[src/sv/im2c_pkg.sv]
// Shared constants, register codes and types of the im2col patch streamer.
package im2c_pkg;

    localparam int DATA_W       = 32;
    localparam int MAX_KERNEL   = 8;
    localparam int MAX_STRIDE   = 8;
    localparam int MAX_COLUMNS  = 256;
    localparam int MAX_ROWS     = 256;
    localparam int MAX_CHANNELS = 16;

    localparam int KW        = 4;
    localparam int SW        = 4;
    localparam int DIM_W     = 9;
    localparam int CHCFG_W   = 5;
    localparam int POS_W     = $clog2(MAX_COLUMNS);
    localparam int CH_W      = 4;
    localparam int PATCH_W   = 16;
    localparam int ECOL_W    = 6;
    localparam int PHASE_W   = 3;
    localparam int KROW_W    = $clog2(MAX_KERNEL);
    localparam int ADDR_W    = KROW_W + POS_W;
    localparam int STORE_DEPTH = MAX_KERNEL * MAX_COLUMNS;

    localparam int CFG_IDX_W  = 3;
    localparam int CFG_DATA_W = 9;

    localparam int QUEUE_DEPTH = 4;
    localparam int QPTR_W      = $clog2(QUEUE_DEPTH);
    localparam int QCNT_W      = QPTR_W + 1;

    localparam int FIELDS_W = DATA_W + CH_W + PATCH_W + ECOL_W;
    localparam int TDATA_W  = ((FIELDS_W + 7) / 8) * 8;
    localparam int PAD_W    = TDATA_W - FIELDS_W;

    localparam logic [CFG_IDX_W-1:0] CFG_KERNEL   = 3'd0;
    localparam logic [CFG_IDX_W-1:0] CFG_STRIDE   = 3'd1;
    localparam logic [CFG_IDX_W-1:0] CFG_ROWS     = 3'd2;
    localparam logic [CFG_IDX_W-1:0] CFG_COLUMNS  = 3'd3;
    localparam logic [CFG_IDX_W-1:0] CFG_CHANNELS = 3'd4;

    typedef struct packed {
        logic [KW-1:0]      kernel;
        logic [SW-1:0]      stride;
        logic [DIM_W-1:0]   rows;
        logic [DIM_W-1:0]   cols;
        logic [CHCFG_W-1:0] chans;
    } cfg_t;

    typedef struct packed {
        logic [DATA_W-1:0]  pixel;
        logic [ADDR_W-1:0]  wr_addr;
        logic               emit;
        logic [KROW_W-1:0]  base_row;
        logic [POS_W-1:0]   base_col;
        logic [CH_W-1:0]    channel;
        logic [PATCH_W-1:0] patch;
    } job_t;

endpackage

[src/sv/im2c_queue.sv]
// Short job queue between the front end and the patch emitter.
module im2c_queue (
    input  logic           aclk,
    input  logic           aresetn,
    input  logic           push,
    input  im2c_pkg::job_t push_job,
    output logic           full,
    input  logic           pop,
    output logic           head_valid,
    output im2c_pkg::job_t head_job
);
    import im2c_pkg::*;

    job_t              slot_reg [QUEUE_DEPTH];
    logic [QPTR_W-1:0] wr_ptr_reg;
    logic [QPTR_W-1:0] rd_ptr_reg;
    logic [QCNT_W-1:0] count_reg;

    assign full       = (count_reg == QCNT_W'(QUEUE_DEPTH));
    assign head_valid = (count_reg != '0);
    assign head_job   = slot_reg[rd_ptr_reg];

    always_ff @(posedge aclk) begin
        if (push) begin
            slot_reg[wr_ptr_reg] <= push_job;
        end
    end

    always_ff @(posedge aclk) begin
        if (!aresetn) begin
            wr_ptr_reg <= '0;
            rd_ptr_reg <= '0;
            count_reg  <= '0;
        end else begin
            if (push) begin
                wr_ptr_reg <= wr_ptr_reg + QPTR_W'(1);
            end
            if (pop) begin
                rd_ptr_reg <= rd_ptr_reg + QPTR_W'(1);
            end
            if (push && !pop) begin
                count_reg <= count_reg + QCNT_W'(1);
            end else if (pop && !push) begin
                count_reg <= count_reg - QCNT_W'(1);
            end
        end
    end

endmodule

[config.mk]
export PLATFORM = sky130hd
export DESIGN_NAME = im2c_queue
export DESIGN_NICKNAME = d
export VERILOG_FILES = /design/src/sv/im2c_pkg.sv /design/src/sv/im2c_queue.sv
export SDC_FILE = /design/constraint.sdc
export NUM_CORES = 1
export LEC_CHECK = 0
export ABC_AREA = 1
export BUFFER_PORTS_ARGS = -buffer_cell sky130_fd_sc_hd__buf_4
export CAP_MARGIN = 0
export CORE_MARGIN = 2
export CORE_UTILIZATION = 55
export CTS_BUF_LIST = sky130_fd_sc_hd__clkbuf_2
export CTS_CLUSTER_DIAMETER = 30
export DETAILED_ROUTE_END_ITERATION = 6
export HOLD_SLACK_MARGIN = 0.08
export PLACE_DENSITY = 0.8
export RECOVER_POWER = 100
export SLEW_MARGIN = 20
export SYNTH_ARGS = -nofsm -noshare
export SYNTH_HDL_FRONTEND = slang
export SYNTH_SLANG_ARGS = --single-unit
[constraint.sdc]
create_clock -name aclk -period 2.8 [get_ports aclk]
set_input_delay 0.28 -clock aclk [delete_from_list [all_inputs] [get_ports aclk]]
set_output_delay 0.28 -clock aclk [all_outputs]
set_load 0.05 [all_outputs]
==> impl_metrics.env <==
export IMPL_status="finished, final reports clean"
export IMPL_end_kind="primary output"
export IMPL_grt_max_degree=151
export IMPL_fin_ws_ns=0.124
export IMPL_insertion_delay_ns=0.81
export IMPL_yosysSeqAreaShare=0.746
export IMPL_dr_wl_met2_um=12800
export IMPL_setup_viol=0
export IMPL_synth_area_um2=12300
export IMPL_fin_util=0.676
export IMPL_ios=156
export IMPL_routed_top_layer="met4"
export IMPL_yosys_top_cells_area="edfxtp_1, o21ai_0, o22ai_2"
export IMPL_fin_skew_ns=0.0504
export IMPL_finalHoldWorstSlack_ns=0.269
export IMPL_rows=54
export IMPL_port_buffers=155
export IMPL_synth_ff_type="edfxtp_1"
export IMPL_drc=0
export IMPL_critPathKind="flop to primary output"
export IMPL_r2r_start="wr_ptr_reg[0]"
export IMPL_syn_avg_cell_area_um2=15.7
export IMPL_grt_overflow=0
export IMPL_cts_tree="built"
export IMPL_fill_cells=1587
export IMPL_hpwl_um=13600
export IMPL_slew_viol_final=0
export IMPL_clock_root_buffer="clkbuf_2"
export IMPL_synth_top_cell_by_area="edfxtp_1"
export IMPL_fin_nets=1149
export IMPL_cts_buffers_inserted=74
export IMPL_regArea_um2=9190
export IMPL_min_path_cells=2
export IMPL_ant_nets=0
export IMPL_area_growth_pct=20.1
export IMPL_worst_pin_slew_ns=1.27
export IMPL_ys_ff_latch=309
export IMPL_cp_max_fo=75
export IMPL_wl_met1_um=10800
export IMPL_yosys_warnings=0
export IMPL_timing_reg2reg_setup_slack_ns=0.25
export IMPL_postCtsSetupRepairBufs=0
export IMPL_die_width_um=154
export IMPL_synth_top_area_frac=0.731
export IMPL_synth_most_common_cell="edfxtp_1"
export IMPL_power_leakage_nw=5.11
export IMPL_maxSlewHeadroom=0.152
export IMPL_r2r_cells=5
export IMPL_routed_wirelength_um=26000
export IMPL_synth_edf_count=300
export IMPL_setup_worst_path_start_class="flop"
export IMPL_post_route_period_util=0.956
export IMPL_wl_met3_um=1780
export IMPL_hold_path_class="primary input to flop"
export IMPL_ys_async_sr_fraction=0
export IMPL_routabilityCongestion=0.692
export IMPL_viasPerCell=5.44
export IMPL_multi_input_area_um2=2710
export IMPL_fin_tns_setup_ns=0
export IMPL_grt_pass1_wl_um=39100
export IMPL_cts_max_level=3
export IMPL_die_y_um=154
export IMPL_pre_cts_ws_ns=0.813
export IMPL_drt_iter0_markers=523
export IMPL_grt_pass1_vias=7687
export IMPL_hold_end="slot_reg[3][43]"
export IMPL_start_util=0.563
export IMPL_grt_usage=0.212
export IMPL_drive_above_1_share=0.291
export IMPL_clock_sinks=309
export IMPL_max_vdd_ir_drop_v=0.000395
export IMPL_synth_distinct_cells=24
export IMPL_dieArea_um2=23600
export IMPL_clock_path_buffers=3
export IMPL_worstReg2RegEnd="slot_reg[0][29]"
export IMPL_synth_top_cells_by_count="edfxtp_1, o21ai_0, nor2_1, nor2_4, o22ai_2"
export IMPL_wl_per_cell_um=18.6
export IMPL_largest_register_ffs=300
export IMPL_drt_first_pass_iters=5
export IMPL_cp_required_ns=2.52
export IMPL_clk_pin_slew_worst_paths_ns=0.10
export IMPL_rsz0062_at_grt="no"
export IMPL_vias=7615
export IMPL_hold_viol_final=0
export IMPL_max_freq_ghz=0.374
export IMPL_power_density_nw_per_um2=658
export IMPL_hp_start="push_job[43]"
export IMPL_min_period_ns=2.68
export IMPL_crit_arrival_ns=2.40
export IMPL_coreArea_um2=21900
export IMPL_drv_cap=0
export IMPL_syn_instance_count=784
export IMPL_synth_nets=869
export IMPL_antenna_found_initial=1
## area by class of cell
| cell class | count | share of cell area |
|---|---|---|
| diodes | 2 | 0.000338 |
| clock buffers | 111 | 0.0375 |
| clock inverters | 20 | 0.00533 |
| inverters | 17 | 0.00583 |
| multi-input cells | 410 | 0.183 |
| flip-flops and latches | 309 | 0.621 |
| well taps | 280 | 0.0237 |
| repair buffers | 252 | 0.123 |
## critical path, stage by stage (launching register included)
cell and delay (ns):
dfxtp_2 0.36, buf_6 0.47, o21ai_0 0.21, o22ai_1 0.29
buf_4 0.25
## report_power, final
group	leakage [nW]	switching, mW	internal, mW
clock	0.502	1.67	1.05
combinational	1.78	1.20	0.481
sequential	2.83	0.0571	5.28
## layer usage
metal / vias up / GRT usage
met5: - / 0
met2: 283 / 0.344
met3: 49 / 0.0451
met4: 0 / 0.0974
met1: 3726 / 0.277
li1: 3557 / -
## repair_timing
action,4_1_cts,5_1_grt
cloned,0,1
endpoints found under the setup margin,55,29
endpoints found under the hold margin,318,0
pin swaps,0,0
hold buffers,80,0
resized for setup,3,5
## worst max-delay path by stage
stage / cells after the start / to / start
2_1_floorplan: 4 / slot_reg[2][0] / wr_ptr_reg[0]
3_3_place_gp: 4 / head_job[65] / flop
3_5_place_dp: 4 / head_job[7] / flop
4_1_cts: 5 / head_job[33] / flop
5_1_grt: 4 / head_job[74] / flop
6_report: 4 / head_job[48] / flop
## cells by family after synthesis
| group | Yosys count | synth area share |
|---|---|---|
| DFF | 309 | 0.746 |
| AOI/OAI and AO/OA | 235 | 0.130 |
| and+or+nand+nor | 169 | 0.0834 |
| buffers and inverters | 65 | 0.0340 |
| adders and majority gates | 6 | 0.00670 |
## per-stage QoR
stage	power [mW]	std cells	cell area (um2)
2_1_floorplan	6.56	784	12300
5_1_grt	10.1	1401	14800
3_5_place_dp	7.10	1187	13700
6_report	9.74	1401	14800
3_3_place_gp	7.07	1187	13700
4_1_cts	9.89	1398	15200
## layout by cell type, fill, tap and decap left out, drive strengths merged
| cell | instances |
|---|---|
| a21oi | 4 |
| buf | 51 |
| clkbuf | 232 |
| clkinv | 20 |
| clkinvlp | 4 |
| dfxtp | 9 |
| diode | 2 |
| dlygate4sd3 | 80 |
| edfxtp | 300 |
| fa | 1 |
| ha | 5 |
| inv | 13 |
| nand2 | 10 |
| nand3 | 1 |
| nand4 | 1 |
| nor2 | 156 |
| nor3 | 1 |
| o21ai | 156 |
| o22ai | 75 |
No activity file was read; power rests on OpenSTA's default activity.
