File: src/sv/im2c_pkg.sv
// Shared constants, register codes and types of the im2col patch streamer.
package im2c_pkg;

    localparam int DATA_W       = 32;
    localparam int MAX_KERNEL   = 8;
    localparam int MAX_STRIDE   = 8;
    localparam int MAX_COLUMNS  = 256;
    localparam int MAX_ROWS     = 256;
    localparam int MAX_CHANNELS = 16;

    localparam int KW        = 4;
    localparam int SW        = 4;
    localparam int DIM_W     = 9;
    localparam int CHCFG_W   = 5;
    localparam int POS_W     = $clog2(MAX_COLUMNS);
    localparam int CH_W      = 4;
    localparam int PATCH_W   = 16;
    localparam int ECOL_W    = 6;
    localparam int PHASE_W   = 3;
    localparam int KROW_W    = $clog2(MAX_KERNEL);
    localparam int ADDR_W    = KROW_W + POS_W;
    localparam int STORE_DEPTH = MAX_KERNEL * MAX_COLUMNS;

    localparam int CFG_IDX_W  = 3;
    localparam int CFG_DATA_W = 9;

    localparam int QUEUE_DEPTH = 4;
    localparam int QPTR_W      = $clog2(QUEUE_DEPTH);
    localparam int QCNT_W      = QPTR_W + 1;

    localparam int FIELDS_W = DATA_W + CH_W + PATCH_W + ECOL_W;
    localparam int TDATA_W  = ((FIELDS_W + 7) / 8) * 8;
    localparam int PAD_W    = TDATA_W - FIELDS_W;

    localparam logic [CFG_IDX_W-1:0] CFG_KERNEL   = 3'd0;
    localparam logic [CFG_IDX_W-1:0] CFG_STRIDE   = 3'd1;
    localparam logic [CFG_IDX_W-1:0] CFG_ROWS     = 3'd2;
    localparam logic [CFG_IDX_W-1:0] CFG_COLUMNS  = 3'd3;
    localparam logic [CFG_IDX_W-1:0] CFG_CHANNELS = 3'd4;

    typedef struct packed {
        logic [KW-1:0]      kernel;
        logic [SW-1:0]      stride;
        logic [DIM_W-1:0]   rows;
        logic [DIM_W-1:0]   cols;
        logic [CHCFG_W-1:0] chans;
    } cfg_t;

    typedef struct packed {
        logic [DATA_W-1:0]  pixel;
        logic [ADDR_W-1:0]  wr_addr;
        logic               emit;
        logic [KROW_W-1:0]  base_row;
        logic [POS_W-1:0]   base_col;
        logic [CH_W-1:0]    channel;
        logic [PATCH_W-1:0] patch;
    } job_t;

endpackage

File: src/sv/im2c_cfg.sv
// Configuration register file with range clamping of each register.
module im2c_cfg (
    input  logic                             aclk,
    input  logic                             aresetn,
    input  logic                             cfg_valid,
    output logic                             cfg_ready,
    input  logic [im2c_pkg::CFG_IDX_W-1:0]   cfg_index,
    input  logic [im2c_pkg::CFG_DATA_W-1:0]  cfg_data,
    output im2c_pkg::cfg_t                   cfg
);
    import im2c_pkg::*;

    logic [KW-1:0]      kernel_reg;
    logic [SW-1:0]      stride_reg;
    logic [DIM_W-1:0]   rows_reg;
    logic [DIM_W-1:0]   cols_reg;
    logic [CHCFG_W-1:0] chans_reg;

    assign cfg_ready = 1'b1;

    always_ff @(posedge aclk) begin
        if (!aresetn) begin
            kernel_reg <= KW'(3);
            stride_reg <= SW'(1);
            rows_reg   <= DIM_W'(28);
            cols_reg   <= DIM_W'(28);
            chans_reg  <= CHCFG_W'(1);
        end else if (cfg_valid && cfg_ready) begin
            unique case (cfg_index)
                CFG_KERNEL:   kernel_reg <= cfg_data[KW-1:0];
                CFG_STRIDE:   stride_reg <= cfg_data[SW-1:0];
                CFG_ROWS:     rows_reg   <= cfg_data[DIM_W-1:0];
                CFG_COLUMNS:  cols_reg   <= cfg_data[DIM_W-1:0];
                CFG_CHANNELS: chans_reg  <= cfg_data[CHCFG_W-1:0];
                default: ;
            endcase
        end
    end

    always_comb begin
        cfg.kernel = (kernel_reg == '0) ? KW'(1) :
                     (kernel_reg > KW'(MAX_KERNEL)) ? KW'(MAX_KERNEL) : kernel_reg;
        cfg.stride = (stride_reg == '0) ? SW'(1) :
                     (stride_reg > SW'(MAX_STRIDE)) ? SW'(MAX_STRIDE) : stride_reg;
        cfg.rows   = (rows_reg == '0) ? DIM_W'(1) :
                     (rows_reg > DIM_W'(MAX_ROWS)) ? DIM_W'(MAX_ROWS) : rows_reg;
        cfg.cols   = (cols_reg == '0) ? DIM_W'(1) :
                     (cols_reg > DIM_W'(MAX_COLUMNS)) ? DIM_W'(MAX_COLUMNS) : cols_reg;
        cfg.chans  = (chans_reg == '0) ? CHCFG_W'(1) :
                     (chans_reg > CHCFG_W'(MAX_CHANNELS)) ? CHCFG_W'(MAX_CHANNELS) : chans_reg;
    end

endmodule

File: config.mk
export PLATFORM = sky130hd
export DESIGN_NAME = im2c_cfg
export DESIGN_NICKNAME = d
export VERILOG_FILES = /design/src/sv/im2c_pkg.sv /design/src/sv/im2c_cfg.sv
export SDC_FILE = /design/constraint.sdc
export NUM_CORES = 1
export LEC_CHECK = 0
export BUFFER_PORTS_ARGS = -buffer_cell sky130_fd_sc_hd__buf_4
export CORE_MARGIN = 2
export CORE_UTILIZATION = 45
export DETAILED_ROUTE_END_ITERATION = 10
export PLACE_DENSITY = 0.72
export SYNTH_ARGS = -nofsm -noshare
export SYNTH_HDL_FRONTEND = slang
export SYNTH_SLANG_ARGS = --single-unit
export TNS_END_PERCENT = 50
File: constraint.sdc
create_clock -name aclk -period 1.26 [get_ports aclk]
set_input_delay 0.126 -clock aclk [delete_from_list [all_inputs] [get_ports aclk]]
set_output_delay 0.126 -clock aclk [all_outputs]
set_load 0.02 [all_outputs]
==> impl_metrics.json <==
{
  "synthTopCellsByArea": "dfxtp_1 (41%), mux2i_1 (20%), nor2b_1 (15%)",
  "htreeDepth": 2,
  "start_util": 0.461,
  "synth_common_cells": "nor2b_1 (36), dfxtp_1 (31), mux2i_1 (31)",
  "grt_pass1_wl_um": 5350,
  "drc": 0,
  "cts_buffer_depth": 2,
  "setup_slack_ns": -0.341,
  "min_path_type": "in2reg",
  "nets": 227,
  "required_ns": 1.13,
  "synthArstFlopShare": 0,
  "drv_slew": 0,
  "drtIter0Drc": 36,
  "start_kind": "flop",
  "ir_drop_mv": 0.512,
  "status": "complete, but fails checks",
  "wl_um": 3400,
  "synth_most_common_cell": "nor2b_1",
  "antenna_found_initial": 0,
  "synth_top_cell_by_area": "dfxtp_1",
  "arrival_ns": 1.47,
  "grt_pass1_vias": 1193,
  "antenna_cells": 0,
  "cap_viol_max_count": 0,
  "power.density_nw_per_um2": 950,
  "avgSynthCellArea_um2": 8.91,
  "finalPower_mw": 1.96,
  "crit_start": "cols_reg[8]",
  "synth-edff-count": 0,
  "grt_max_degree": 39,
  "synth_area_um2": 1510,
  "cts_tree": "yes",
  "place_ws_ns": 0.00722,
  "ys_seq_area_frac": 0.410,
  "place_hpwl_um": 2520,
  "grtUsageTotal": 0.194,
  "synthFlopType": "dfxtp_1",
  "postPlaceCellArea_um2": 1900,
  "finish.cell_count_without_fillers": 259,
  "hold_depth": 3,
  "place_congestion": 0.775,
  "clkSinkCount": 31,
  "clockRootBuffer": "clkbuf_4",
  "ant_nets": 0,
  "syn_inst": 170,
  "clock_latency_ns": 0.33,
  "core_area_um2": 3280,
  "io_pins": 47,
  "setup_viol_count_final": 3,
  "die_w_um": 62,
  "fp.dieH_um": 62,
  "cts_made_buffers": 5,
  "synth_fp_nets": 185,
  "worst_setup_path_end_kind": "output pin",
  "worstRegToRegCells": 3,
  "r2r_setup_slack_ns": 0.45,
  "port-buffer-count": 45,
  "fin_util": 0.627,
  "violations": "setup timing",
  "yosysWarnings": 0,
  "max_freq_ghz": 0.625,
  "hold_path_end": "chans_reg[4]",
  "worstPathMaxFanout": 2,
  "hp-start": "cfg_data[4]",
  "layout-drive-gt1-share": 0.394,
  "vias": 1244,
  "placementRows": 21,
  "p_leak_nw": 0.932,
  "wl_per_cell_um": 13.1,
  "crit_type": "reg2out",
  "finalCritPeriodShare": 1.27,
  "hold_violations": 0,
  "timing.rr.start": "cols_reg[8]",
  "post_drt_via_cell_ratio": 4.80,
  "synth_top_area_share": 0.410,
  "skew_ns": 0,
  "whs_ns": 0.0526,
  "rsz0062_at_grt": "true",
  "synth_cell_types": 20,
  "dr.pass1.iters": 4,
  "finalSetupTns_ns": -0.851,
  "finalCriticalPeriod_ns": 1.60,
  "overflow": 0,
  "postLayoutCellArea_um2": 2060,
  "reg2reg_to": "cols_reg[8]",
  "dieArea_um2": 3840,
  "cts.reportedPaths.clkPinSlew_ns": 0.10,
  "area_growth_pct": 36.0,
  "dp.cells": 250,
  "synth_seq_cells": 31
}
## critical path, stage by stage (launching register included)
cell	delay (ns)
dfxtp_2	0.34
or4_4	0.54
o22ai_4	0.13
buf_6	0.13
## cells in the final DEF (no fill, tap or decap)
cell	Yosys	routed
buf_6	0	5
o22ai_4	0	1
nor2b_4	0	1
nand2_1	30	30
or4b_1	1	1
nor4bb_1	3	3
mux2i_1	31	31
o22ai_2	0	1
inv_1	3	3
clkbuf_4	0	5
or3_1	1	1
nor2b_1	36	33
clkinvlp_4	0	1
o21ba_2	2	2
nor2b_2	0	2
nor2_1	2	1
a21oi_2	0	1
and4b_1	1	1
nand4b_1	1	1
conb_1	1	1
clkbuf_8	0	2
dfxtp_1	31	22
nor2_4	0	1
buf_4	1	49
dfxtp_2	0	9
nand4bb_1	1	1
or4_4	0	4
## power breakdown
part / leakage (nW) / total [mW] / internal, mW / switching, mW
sequential: 0.253 / 1.02 / 1.00 / 0.0165
combinational: 0.642 / 0.265 / 0.129 / 0.136
clock: 0.0375 / 0.673 / 0.326 / 0.347
total: 0.932 / 1.96 / 1.46 / 0.500
## cells by family (layout without fill, tap and decap cells)
kind of cell | count (synthesis) | in the layout | synth area share
multiplexers | 31 | 31 | 0.205
AO/OA/AOI/OAI | 5 | 5 | 0.0248
AND/OR/NAND/NOR | 80 | 80 | 0.298
other | 1 | 1 | 0.00248
flip-flops | 31 | 31 | 0.410
buffers and inverters | 22 | 65 | 0.0595
## layer usage
layer,wire length [um],up-vias,global-route usage,share of wire
li1,-,635,-,-
met1,1460,563,0.219,0.43
met4,45,0,0.0638,0.013
met3,215,6,0.0642,0.063
met2,1680,40,0.342,0.49
met5,0,-,0,0
## worst max path at each step
stage / to / slack, ns / cells past startpoint
after floorplan: cfg[14] / -0.08 / 3
after global placement: cfg[14] / 0.03 / 3
after detailed placement: cfg[5] / 0.007 / 3
after CTS: cfg[5] / -0.36 / 3
after global routing: cfg[5] / -0.39 / 3
final: cfg[5] / -0.34 / 3
## repair_timing
item	4_1_cts	5_1_grt
gates resized for setup	10	17
gates cloned	0	0
pin swaps	6	1
hold buffers	0	0
setup buffers	1	0
endpoints found under the setup margin	4	13
## cell type report
type                       count  area [um^2]
timing repair buffer          54          424
sequential                    31          632
fill                         304         1220
multi-input combinational    117          862
clock inverter                 1         7.51
inverter                       3         11.3
clock buffer                   7         65.1
tap                           46         57.6
Note: power is estimated with default switching activity, not from simulation.
