[src/sv/im2c_pkg.sv]
// Shared constants, register codes and types of the im2col patch streamer.
package im2c_pkg;

    localparam int DATA_W       = 32;
    localparam int MAX_KERNEL   = 8;
    localparam int MAX_STRIDE   = 8;
    localparam int MAX_COLUMNS  = 256;
    localparam int MAX_ROWS     = 256;
    localparam int MAX_CHANNELS = 16;

    localparam int KW        = 4;
    localparam int SW        = 4;
    localparam int DIM_W     = 9;
    localparam int CHCFG_W   = 5;
    localparam int POS_W     = $clog2(MAX_COLUMNS);
    localparam int CH_W      = 4;
    localparam int PATCH_W   = 16;
    localparam int ECOL_W    = 6;
    localparam int PHASE_W   = 3;
    localparam int KROW_W    = $clog2(MAX_KERNEL);
    localparam int ADDR_W    = KROW_W + POS_W;
    localparam int STORE_DEPTH = MAX_KERNEL * MAX_COLUMNS;

    localparam int CFG_IDX_W  = 3;
    localparam int CFG_DATA_W = 9;

    localparam int QUEUE_DEPTH = 4;
    localparam int QPTR_W      = $clog2(QUEUE_DEPTH);
    localparam int QCNT_W      = QPTR_W + 1;

    localparam int FIELDS_W = DATA_W + CH_W + PATCH_W + ECOL_W;
    localparam int TDATA_W  = ((FIELDS_W + 7) / 8) * 8;
    localparam int PAD_W    = TDATA_W - FIELDS_W;

    localparam logic [CFG_IDX_W-1:0] CFG_KERNEL   = 3'd0;
    localparam logic [CFG_IDX_W-1:0] CFG_STRIDE   = 3'd1;
    localparam logic [CFG_IDX_W-1:0] CFG_ROWS     = 3'd2;
    localparam logic [CFG_IDX_W-1:0] CFG_COLUMNS  = 3'd3;
    localparam logic [CFG_IDX_W-1:0] CFG_CHANNELS = 3'd4;

    typedef struct packed {
        logic [KW-1:0]      kernel;
        logic [SW-1:0]      stride;
        logic [DIM_W-1:0]   rows;
        logic [DIM_W-1:0]   cols;
        logic [CHCFG_W-1:0] chans;
    } cfg_t;

    typedef struct packed {
        logic [DATA_W-1:0]  pixel;
        logic [ADDR_W-1:0]  wr_addr;
        logic               emit;
        logic [KROW_W-1:0]  base_row;
        logic [POS_W-1:0]   base_col;
        logic [CH_W-1:0]    channel;
        logic [PATCH_W-1:0] patch;
    } job_t;

endpackage

[src/sv/im2c_front.sv]
// Front end: tracks the tensor position and decides which pixels complete a patch.
module im2c_front (
    input  logic           aclk,
    input  logic           aresetn,
    input  im2c_pkg::cfg_t cfg,
    input  logic           s_tvalid,
    output logic           s_tready,
    input  logic [im2c_pkg::DATA_W-1:0] s_tdata,
    input  logic           q_full,
    output logic           q_push,
    output im2c_pkg::job_t q_job
);
    import im2c_pkg::*;

    logic [POS_W-1:0]   row_reg, row_next;
    logic [POS_W-1:0]   col_reg, col_next;
    logic [CH_W-1:0]    chan_reg, chan_next;
    logic [PATCH_W-1:0] patch_reg, patch_next;
    logic [PHASE_W-1:0] vph_reg, vph_next;
    logic [PHASE_W-1:0] hph_reg, hph_next;

    logic [POS_W-1:0]   col_a;
    logic [DIM_W-1:0]   row_a;
    logic [CHCFG_W-1:0] chan_a;
    logic [PATCH_W-1:0] patch_a;
    logic [POS_W-1:0]   r;
    logic [POS_W-1:0]   c;
    logic [KROW_W-1:0]  km1;
    logic [POS_W-1:0]   km1e;
    logic               emit;
    logic [DIM_W-1:0]   col_inc;
    logic [DIM_W-1:0]   row_inc;
    logic [CHCFG_W-1:0] chan_inc;

    function automatic logic [PHASE_W-1:0] advance(input logic [POS_W-1:0] pos,
                                                   input logic [POS_W-1:0] last,
                                                   input logic [PHASE_W-1:0] phase,
                                                   input logic [SW-1:0] step);
        logic [PHASE_W:0] inc;
        inc = {1'b0, phase} + (PHASE_W+1)'(1);
        if (pos == last) begin
            return '0;
        end
        return (inc >= step) ? '0 : inc[PHASE_W-1:0];
    endfunction

    assign s_tready = !q_full;
    assign q_push   = s_tvalid && s_tready;

    always_comb begin
        km1  = KROW_W'(cfg.kernel - KW'(1));
        km1e = POS_W'(km1);

        col_a   = col_reg;
        row_a   = DIM_W'(row_reg);
        chan_a  = CHCFG_W'(chan_reg);
        patch_a = patch_reg;
        if (DIM_W'(col_reg) >= cfg.cols) begin
            col_a = '0;
            row_a = DIM_W'(row_reg) + DIM_W'(1);
        end
        if (row_a >= cfg.rows) begin
            row_a   = '0;
            chan_a  = chan_a + CHCFG_W'(1);
            patch_a = '0;
        end
        if (chan_a >= cfg.chans) begin
            chan_a = '0;
        end
        r = row_a[POS_W-1:0];
        c = col_a;

        vph_next = vph_reg;
        if (c == '0 && r >= km1e) begin
            vph_next = advance(r, km1e, vph_reg, cfg.stride);
        end
        hph_next = hph_reg;
        if (c >= km1e) begin
            hph_next = advance(c, km1e, hph_reg, cfg.stride);
        end
        emit = (r >= km1e) && (c >= km1e) && (vph_next == '0) && (hph_next == '0);

        q_job.pixel    = s_tdata;
        q_job.wr_addr  = {r[KROW_W-1:0], c};
        q_job.emit     = emit;
        q_job.base_row = r[KROW_W-1:0] - km1;
        q_job.base_col = c - km1e;
        q_job.channel  = chan_a[CH_W-1:0];
        q_job.patch    = patch_a;

        patch_next = emit ? patch_a + PATCH_W'(1) : patch_a;
        chan_next  = chan_a[CH_W-1:0];
        row_next   = r;
        col_inc    = DIM_W'(c) + DIM_W'(1);
        row_inc    = DIM_W'(r) + DIM_W'(1);
        chan_inc   = chan_a + CHCFG_W'(1);
        col_next   = col_inc[POS_W-1:0];
        if (col_inc >= cfg.cols) begin
            col_next = '0;
            row_next = row_inc[POS_W-1:0];
            if (row_inc >= cfg.rows) begin
                row_next   = '0;
                patch_next = '0;
                chan_next  = (chan_inc >= cfg.chans) ? '0 : chan_inc[CH_W-1:0];
            end
        end
    end

    always_ff @(posedge aclk) begin
        if (!aresetn) begin
            row_reg   <= '0;
            col_reg   <= '0;
            chan_reg  <= '0;
            patch_reg <= '0;
            vph_reg   <= '0;
            hph_reg   <= '0;
        end else if (q_push) begin
            row_reg   <= row_next;
            col_reg   <= col_next;
            chan_reg  <= chan_next;
            patch_reg <= patch_next;
            vph_reg   <= vph_next;
            hph_reg   <= hph_next;
        end
    end

endmodule

[config.mk]
export PLATFORM = sky130hd
export DESIGN_NAME = im2c_front
export DESIGN_NICKNAME = d
export VERILOG_FILES = /design/src/sv/im2c_pkg.sv /design/src/sv/im2c_front.sv
export SDC_FILE = /design/constraint.sdc
export NUM_CORES = 1
export LEC_CHECK = 0
export BUFFER_PORTS_ARGS = -buffer_cell sky130_fd_sc_hd__clkbuf_2
export CAP_MARGIN = 20
export CORE_MARGIN = 2
export CORE_UTILIZATION = 40
export CTS_CLUSTER_DIAMETER = 50
export CTS_CLUSTER_SIZE = 12
export DETAILED_ROUTE_END_ITERATION = 6
export PLACE_DENSITY = 0.74
export RECOVER_POWER = 50
export SLEW_MARGIN = 20
export SYNTH_ARGS = -nofsm -noshare
export SYNTH_HDL_FRONTEND = slang
export SYNTH_SLANG_ARGS = --single-unit
[constraint.sdc]
create_clock -name aclk -period 17.5 [get_ports aclk]
set_clock_uncertainty 0.15 [all_clocks]
set_input_delay 0.875 -clock aclk [delete_from_list [all_inputs] [get_ports aclk]]
set_output_delay 0.875 -clock aclk [all_outputs]
set_load 0.02 [all_outputs]
==> reports/metrics.csv, run 1 <==
metric,value,unit
crit-path max FO,15,
multiplexer share of the synthesized area,1.59,%
Worst path slowest cell,clkbuf_1,
drt first pass iters,5,
HP Class,register to register,
RSZ-0062 raised after global routing,no,
Final Non-Filler Cells,865,
Worst Setup End Kind,register,
TritonCTS Sinks,42,
Total Wirelength,12400,µm
CTS tree,done,
core area,12200,µm²
CP required,17.58,ns
"FFs w/ async S/R, synth",0,%
number of diodes,0,
CTS hold repair buffers,0,
initial antenna violation count,0,
largest family of logic cells by synthesized area,simple AND/OR/NAND/NOR gates,
post-synthesis net count,801,
Max-Cap Viols,0,
hold path cells,2,
Synth cell types,75,
share of layout cells above drive strength 1,14.2,%
Post-synth EDFFs,0,
Worst Path Buf+Inv,5,
max reg flops,16,
kind of critical path,input port to register,
vias in the first global route,4610,
P_leak,2.73,nW
area of the multi-input gates,3620,µm²
Post-DRT Antenna Nets,0,
minimum clock period,8.05,ns
cells after synthesis,663,
critical path depth,31,
floorplan row count,40,
placed instance area,5330,µm²
PwrDens,53.5,nW/µm²
largest net degree at the start of global routing,30,
Max IR drop VDD,0.0000306,V
Synth Area in Compound Gates,22.6,%
Worst setup SP type,input port,
Nets,834,
GR Overflow Total,0,
YS warnings,0,
via count,4752,
synthesized flop and latch total,42,
Synth area leader,ha_1,
routed len/inst,14.3,µm
Initial Utilization,41.4,%
status,"complete, no violations",
post-synthesis xor/xnor area fraction,4.87,%
arrival time at the worst endpoint,8.14,ns
Inserted Clock Buffers,5,
Setup TNS,0,ns
Die Span Y,116,µm
"Cell Area, Synth",5040,µm²
Initial DRC Count,352,
CTS root buffer,clkbuf_16,
drt drc,0,
Worst-path clk slew,0.06,ns
fin. max-slew vios,0,
Reg2Reg Setup Slack,9.79,ns
Final Setup Violations,0,
first-pass GRT wire length,21000,µm
Layout fillers,1243,
main area contributors after synthesis,"ha_1 (17%), dfxtp_1 (17%), buf_4 (5.1%), nand2_1 (4.7%), inv_1 (4.2%)",
crit-path leading delay family,compound AO/OA/AOI/OAI gates,
register area,841,µm²
register area share after synthesis,16.7,%
top-area cell type share of the netlist area,17.1,%
port bufs,78,
maximum clock frequency,124,MHz
GRT Total Usage,18.8,%
worst slew pin tran,0.829,ns
post-CTS setup buffer count,0,
"Gates resized, CTS repair",0,
Adder-Cell Fraction of Synth Area,17.9,%
H-tree Lvls,2,
die width,116,µm
Boundary Pins,144,
placed cells,857,
drt via density,5.49,
fin crit share,46.0,%
Die ar.,13500,µm²
worst-skew pair later-pin latency,0.28,ns
Fin. Hold Viols,0,
Crit path top cell by count,ha_1,
Avg Inst Size Synth,7.60,µm²
CTS max path bufs,2,
Most used DFF post-synth,dfxtp_1,
Synth Area in Simple Gates,25.1,%
final instance area,5460,µm²
Routability Congestion,0.873,
Post-DP HPWL,9640,µm
Slew HR,44.6,%
Area growth syn-to-layout,8.27,%
crit-path max cell delay,0.57,ns
FF-to-FF path depth,29,
==> synthesized netlist by cell type, drive strengths merged (5+ instances only) <==
| master | instances |
|---|---|
| nor2 | 43 |
| nor4 | 7 |
| buf | 37 |
| o311ai | 7 |
| a31oi | 7 |
| ha | 69 |
| xor2 | 13 |
| o21ai | 33 |
| inv | 57 |
| nor2b | 12 |
| nor3 | 9 |
| nand3 | 24 |
| a31o | 6 |
| a21boi | 6 |
| nand4 | 13 |
| nor3b | 5 |
| and2 | 19 |
| xnor2 | 15 |
| mux2i | 8 |
| o22ai | 5 |
| clkbuf | 21 |
| a22oi | 5 |
| nand2b | 9 |
| o211ai | 6 |
| a221oi | 5 |
| and3 | 12 |
| nand2 | 63 |
| or3 | 6 |
| a21o | 19 |
| a21oi | 25 |
| o21a | 5 |
| dfxtp | 42 |
==> cell families (layout without fill, tap and decap cells) <==
logic type / count (synthesis) / after routing
buffers and inverters: 115 / 149
flip-flops: 42 / 42
XOR/XNOR: 28 / 28
AO/OA/AOI/OAI: 156 / 156
AND/OR/NAND/NOR: 243 / 243
adder cells (fa/ha/maj): 71 / 71
multiplexers: 8 / 8
==> area by class of cell <==
| cell class | instances | area share, % |
|---|---|---|
| tap | 168 | 3.85 |
| clock buffer | 7 | 2.43 |
| inverter | 57 | 3.92 |
| clock inverter | 1 | 0.550 |
| multi-input combinational | 506 | 66.3 |
| timing repair buffer | 84 | 7.52 |
| sequential | 42 | 15.4 |
==> worst reg2reg max path, delay by kind of cell (launching register included) <==
kind                       cells  cell delay (ns)
AOI/OAI and AO/OA             13             3.02
adders and majority gates      5             1.37
and+or+nand+nor                6             1.21
buffers and inverters          3             0.95
DFF                            1             0.47
muxes                          1             0.31
xor gates and xnor gates       1             0.21
==> per-layer routing <==
layer / global-route usage [%] / share of wire (%)
met1: 25.0 / 47
met2: 32.1 / 46
met3: 2.18 / 5.3
met4: 5.71 / 2.0
met5: 0 / 0
==> stage by stage <==
step / utilization [%] / hold slack, ns / worst slack, ns / total power, W
after floorplan: - / 0.282 / 10.06 / 0.000177
after global placement: 43.8 / 0.301 / 9.64 / 0.000188
after detailed placement: 43.8 / 0.308 / 9.57 / 0.000189
after CTS: 45.2 / 0.316 / 9.84 / 0.000295
after global routing: 44.9 / 0.345 / 8.80 / 0.000308
final: 44.9 / 0.312 / 9.45 / 0.000292
==> power by group <==
part	total [W]	switching (W)	internal (W)
Sequential	0.000102	0.00000368	0.0000981
Clock	0.000106	0.0000381	0.0000675
Combinational	0.0000847	0.0000518	0.0000328
==> worst paths after layout <==
path,from,to
hold reg to reg,patch_reg[1],patch_reg[1]
setup reg to reg,col_reg[4],chan_reg[3]
hold / removal,patch_reg[1],patch_reg[1]
setup / recovery,cfg[11],chan_reg[3]
==> layout by cell type, fill, tap and decap left out, drive strengths merged, types with 7 or more instances in the layout <==
cell / count
a31oi: 7
nand2: 63
nor2: 43
a21o: 19
nand2b: 9
nor4: 7
and2: 19
clkbuf: 87
a21oi: 25
o311ai: 7
nor3: 9
mux2i: 8
xnor2: 15
dfxtp: 42
ha: 69
nor2b: 12
nand3: 24
inv: 57
and3: 12
xor2: 13
o21ai: 33
nand4: 13
Note: power is estimated with default switching activity, not from simulation.
==> run 2: changes to the inputs <==
==> constraint.sdc (replaced) <==
create_clock -name aclk -period 7.9 [get_ports aclk]
set_clock_uncertainty 0.15 [all_clocks]
set_input_delay 0.395 -clock aclk [delete_from_list [all_inputs] [get_ports aclk]]
set_output_delay 0.395 -clock aclk [all_outputs]
set_load 0.02 [all_outputs]
==> run 2 against run 1 <==
Against the previous run:
- register-to-register slack got worse by 9.0 ns
- cell count grew 0.23%
- utilization up 0.062 points
- power increased by 110%
- sequential share of layout area is essentially flat
- critical endpoint unchanged
- die area is the same
==> reports/metrics.csv, run 2 (synthesized netlist as in run 1, its figures left out) <==
metric,value,unit,change
largest net degree at the start of global routing,30,,unchanged
CTS hold repair buffers,0,,unchanged
Boundary Pins,144,,unchanged
fin. max-slew vios,0,,unchanged
HP Class,register to register,,
drt via density,5.45,,-0.88%
post-CTS setup buffer count,0,,unchanged
crit-path max cell delay,0.47,ns,-0.10 ns
Slew HR,27.1,%,-18 points
"Gates resized, CTS repair",0,,unchanged
Routability Congestion,0.861,,-1.3%
via count,4721,,-0.65%
Fin. Hold Viols,0,,unchanged
CP required,7.98,ns,-9.60 ns
kind of critical path,register to register,,
H-tree Lvls,2,,unchanged
GRT Total Usage,18.5,%,-0.30 points
crit-path max FO,11,,-4
"commonest non-fill, non-tap cell in the layout",ha_1,,
Total Power,0.000614,W,+110%
P_leak,2.74,nW,+0.37%
CTS root buffer,clkbuf_16,,
die width,116,µm,unchanged
floorplan row count,40,,unchanged
Worst Hold Slack,0.311,ns,-0.000870 ns
RSZ-0062 raised after global routing,no,,
Post-DP HPWL,9610,µm,-0.33%
Inserted Clock Buffers,5,,unchanged
Area growth syn-to-layout,8.42,%,
Worst Path Buf+Inv,3,,-2
GR Overflow Total,0,,unchanged
worst-skew pair later-pin latency,0.28,ns,about the same
CTS max path bufs,2,,unchanged
Setup TNS,0,ns,unchanged
CTS tree,done,,
PwrDens,112,nW/µm²,+110%
Worst setup SP type,register,,
Crit path top cell by count,ha_1,,
Worst path slowest cell,a211oi_1,,
Die ar.,13500,µm²,unchanged
placed cells,860,,+0.35%
Final Setup Violations,0,,unchanged
core area,12200,µm²,unchanged
Post-DRT Antenna Nets,0,,unchanged
Initial Utilization,41.4,%,unchanged
Worst Setup End Kind,register,,
status,"complete, no violations",,
maximum clock frequency,141,MHz,
drt first pass iters,5,,unchanged
vias in the first global route,4403,,-4.5%
minimum clock period,7.08,ns,
Max IR drop VDD,0.0000679,V,+120%
Nets,837,,+0.36%
first-pass GRT wire length,20600,µm,-2.3%
TritonCTS Sinks,42,,unchanged
routed len/inst,14.2,µm,-1.3%
Initial DRC Count,375,,+6.5%
fin crit share,89.6,%,
Total Wirelength,12300,µm,-1.1%
"commonest non-fill, non-tap cells in the layout","ha_1 (69), clkbuf_2 (65), nand2_1 (63), inv_1 (56)",,
drt drc,0,,unchanged
Final Non-Filler Cells,867,,+0.23%
arrival time at the worst endpoint,7.16,ns,-0.98 ns
Max-Cap Viols,0,,unchanged
number of diodes,0,,unchanged
Die Span Y,116,µm,unchanged
share of layout cells above drive strength 1,15.3,%,+1.1 points
crit-path leading delay family,compound AO/OA/AOI/OAI gates,,
initial antenna violation count,0,,unchanged
max reg flops,16,,unchanged
Worst-path clk slew,0.06,ns,about the same
port bufs,78,,unchanged
worst slew pin tran,1.09,ns,+0.266 ns
## run 2: cell count changes in the layout (fill, tap and decap cells not counted)
cell | before | now
o32ai_2 | 0 | 1
clkinv_2 | 0 | 2
and2_1 | 16 | 13
o32ai_1 | 1 | 0
buf_4 | 4 | 8
and2_0 | 3 | 6
bufinv_16 | 1 | 0
a31o_2 | 4 | 5
a31o_1 | 1 | 0
clkbuf_1 | 18 | 14
clkbuf_2 | 64 | 65
## run 2: through the flow
step / area [µm²] / setup slack [ns] / util [%]
final: 5460 / 0.818 / 44.9
after global routing: 5460 / 0.193 / 44.9
after CTS: 5490 / 0.811 / 45.1
after detailed placement: 5350 / 0.686 / 44.0
after global placement: 5350 / 0.809 / 44.0
after floorplan: 5040 / 0.939 / -
## run 2: report_power, final
group | switching (W) | leakage, nW | internal [W]
sequential | 0.00000825 | 0.341 | 0.000217
clock | 0.0000854 | 0.0694 | 0.000114
combinational | 0.000115 | 2.33 | 0.0000738
## run 2: final timing paths
path	startpoint	to	slack, ns	cells after the start
hold / removal	patch_reg[1]	patch_reg[1]	0.31	2
setup / recovery	col_reg[6]	chan_reg[3]	0.82	29
hold reg to reg	patch_reg[1]	patch_reg[1]	0.31	2
setup reg to reg	col_reg[6]	chan_reg[3]	0.82	29
## run 2: area by class of cell
cell class	count	area (µm²)
Fill cell	1259	6700
Multi-Input combinational cell	506	3620
Sequential cell	42	841
Timing Repair Buffer	87	438
Inverter	57	214
Tap cell	168	210
Clock buffer	5	125
Clock inverter	2	10.0
## run 2: routing by layer
layer / global-route usage (%) / up-vias / share of wire, %
met1: 24.9 / 2139 / 47
li1: - / 2424 / -
met4: 5.08 / 0 / 1.7
met5: 0 / - / 0
met3: 2.49 / 18 / 5.4
met2: 31.2 / 140 / 46
## run 2: worst min-delay path, stage by stage, from the launching register on
cell	delay, ns
dfxtp_1	0.31
nand2_1	0.05
o21ai_1	0.05
==> run 3: changes to the inputs <==
--- a/config.mk
+++ b/config.mk
@@ -7,7 +7,6 @@
 export LEC_CHECK = 0
 export BUFFER_PORTS_ARGS = -buffer_cell sky130_fd_sc_hd__clkbuf_2
 export CAP_MARGIN = 20
-export CORE_MARGIN = 2
 export CORE_UTILIZATION = 40
 export CTS_CLUSTER_DIAMETER = 50
 export CTS_CLUSTER_SIZE = 12
==> run 3 against run 2 <==
Against the previous run:
- maximum frequency is 0.26% lower
- critical path depth stayed put
- utilization is 0.051 points lower
- combinational power hardly changed
- cell count stayed put
- sequential power hardly changed
- global-route usage is 0.30 points higher
- first-iteration DRC count is 26% lower
- sequential cell count stayed put
==> reports/metrics.csv, run 3 (synthesized netlist as in run 1, its figures left out) <==
metric,value,unit,change
Gate power share,30.1,%,-0.6 points
largest net degree at the start of global routing,30,,unchanged
fin crit share,89.9,%,+0.23 points
min-delay src,patch_reg[1],,
Die ar.,13000,µm²,-3.4%
CTS root buffer,clkbuf_16,,
Max IR drop VDD,0.0000849,V,+25%
Max-Cap Viols,0,,unchanged
arrival time at the worst endpoint,7.18,ns,+0.02 ns
Worst-path clk slew,0.06,ns,about the same
HP Class,register to register,,
port bufs,78,,unchanged
CTS tree,done,,
Area growth syn-to-layout,8.29,%,
TritonCTS Sinks,42,,unchanged
share of layout cells above drive strength 1,14.9,%,-0.43 points
Initial DRC Count,279,,-26%
Die Span Y,114,µm,-1.7%
worst-skew pair later-pin latency,0.28,ns,about the same
status,"complete, no violations",,
Worst path slowest cell,o32ai_1,,
Crit path top cell by count,ha_1,,
"commonest non-fill, non-tap cells in the layout","ha_1 (69), clkbuf_2 (65), nand2_1 (63), inv_1 (56)",,
Worst Hold Slack,0.310,ns,-0.00103 ns
Fin. Hold Viols,0,,unchanged
Final Setup Violations,0,,unchanged
PwrDens,114,nW/µm²,+1.3%
maximum clock frequency,141,MHz,-0.26%
crit-path max FO,11,,unchanged
CTS hold repair buffers,0,,unchanged
Slew HR,44.1,%,+17 points
drt drc,0,,unchanged
Setup TNS,0,ns,unchanged
core area,12200,µm²,unchanged
crit-path max cell delay,0.49,ns,+0.02 ns
number of diodes,0,,unchanged
fin. max-slew vios,0,,unchanged
Routability Congestion,0.836,,-2.9%
post-CTS setup buffer count,0,,unchanged
Initial Utilization,41.4,%,unchanged
CTS max path bufs,2,,unchanged
first-pass GRT wire length,20400,µm,-0.73%
P_leak,2.74,nW,-0.22%
floorplan row count,40,,unchanged
"Gates resized, CTS repair",0,,unchanged
Boundary Pins,144,,unchanged
Inserted Clock Buffers,5,,unchanged
worst slew pin tran,0.838,ns,-0.256 ns
H-tree Lvls,2,,unchanged
Post-DRT Antenna Nets,0,,unchanged
Total Wirelength,12100,µm,-1.7%
"commonest non-fill, non-tap cell in the layout",ha_1,,
GR Overflow Total,0,,unchanged
clock network power share,33.6,%,+1.1 points
GRT Total Usage,18.8,%,+0.30 points
fraction of power spent switching nets,33.1,%,-0.89 points
drt via density,5.49,,+0.74%
kind of critical path,register to register,,
Nets,836,,-0.12%
minimum clock period,7.10,ns,+0.0182 ns
RSZ-0062 raised after global routing,no,,
Post-DP HPWL,9470,µm,-1.5%
Layout fillers,1258,,-0.079%
P_int,0.000416,W,+2.6%
Final Non-Filler Cells,867,,unchanged
initial antenna violation count,0,,unchanged
crit path from,col_reg[6],,
FF-to-FF path depth,29,,unchanged
die width,114,µm,-1.7%
Worst Setup End Kind,register,,
vias in the first global route,4357,,-1.0%
Worst setup SP type,register,,
hold path cells,2,,unchanged
sequential share of power,36.3,%,-0.4 points
P_sw,0.000206,W,-1.4%
Worst R2R Start,col_reg[6],,
placed cells,859,,-0.12%
max reg flops,16,,unchanged
routed len/inst,13.9,µm,-1.7%
via count,4756,,+0.74%
drt first pass iters,6,,+1
CP required,7.98,ns,about the same
## run 3: area by class of cell
type | instances | area (µm²) | area share, %
clock buffer | 7 | 143 | 2.61
tap | 168 | 210 | 3.85
clock inverter | 1 | 5.00 | 0.0917
timing repair buffer | 86 | 423 | 7.75
inverter | 57 | 214 | 3.92
multi-input combinational | 506 | 3620 | 66.4
sequential | 42 | 841 | 15.4
## run 3: path summary, 6_finish.rpt
check / endpoint / slack [ns]
min reg2reg: patch_reg[1] / 0.31
min: patch_reg[1] / 0.31
max reg2reg: chan_reg[3] / 0.80
max: chan_reg[3] / 0.80
## run 3: per-stage QoR
stage          total power [W]  instance area, µm²  setup slack (ns)  util (%)
2_1_floorplan         0.000391                5040             0.939         -
3_3_place_gp          0.000416                5340             0.935      43.9
3_5_place_dp          0.000420                5340             0.872      43.9
4_1_cts               0.000629                5490             0.983      45.2
5_1_grt               0.000661                5460             0.190      44.9
6_report              0.000621                5460             0.800      44.9
## run 3: worst max-delay path: cells and delay by family (launching register included)
family | cells | cell delay, ns
buffers and inverters | 2 | 0.34
and+or+nand+nor | 8 | 1.27
xor gates and xnor gates | 3 | 0.74
AOI/OAI and AO/OA | 11 | 2.79
adders and majority gates | 5 | 1.39
DFF | 1 | 0.36
## run 3: metal layers
layer / GRT usage (%) / routed length (µm) / vias to the layer above
li1: - / - / 2429
met3: 1.96 / 617 / 8
met1: 25.5 / 5820 / 2179
met2: 32.1 / 5520 / 140
met5: 0 / 0 / -
met4: 4.16 / 112 / 0
## run 3: power groups by stage
stage	clock network, W	registers (W)	logic, W
floorplan	0	0.000226	0.000166
global placement	0	0.000230	0.000187
detailed placement	0	0.000230	0.000190
CTS	0.000213	0.000225	0.000191
global route	0.000223	0.000226	0.000212
finish	0.000209	0.000226	0.000187
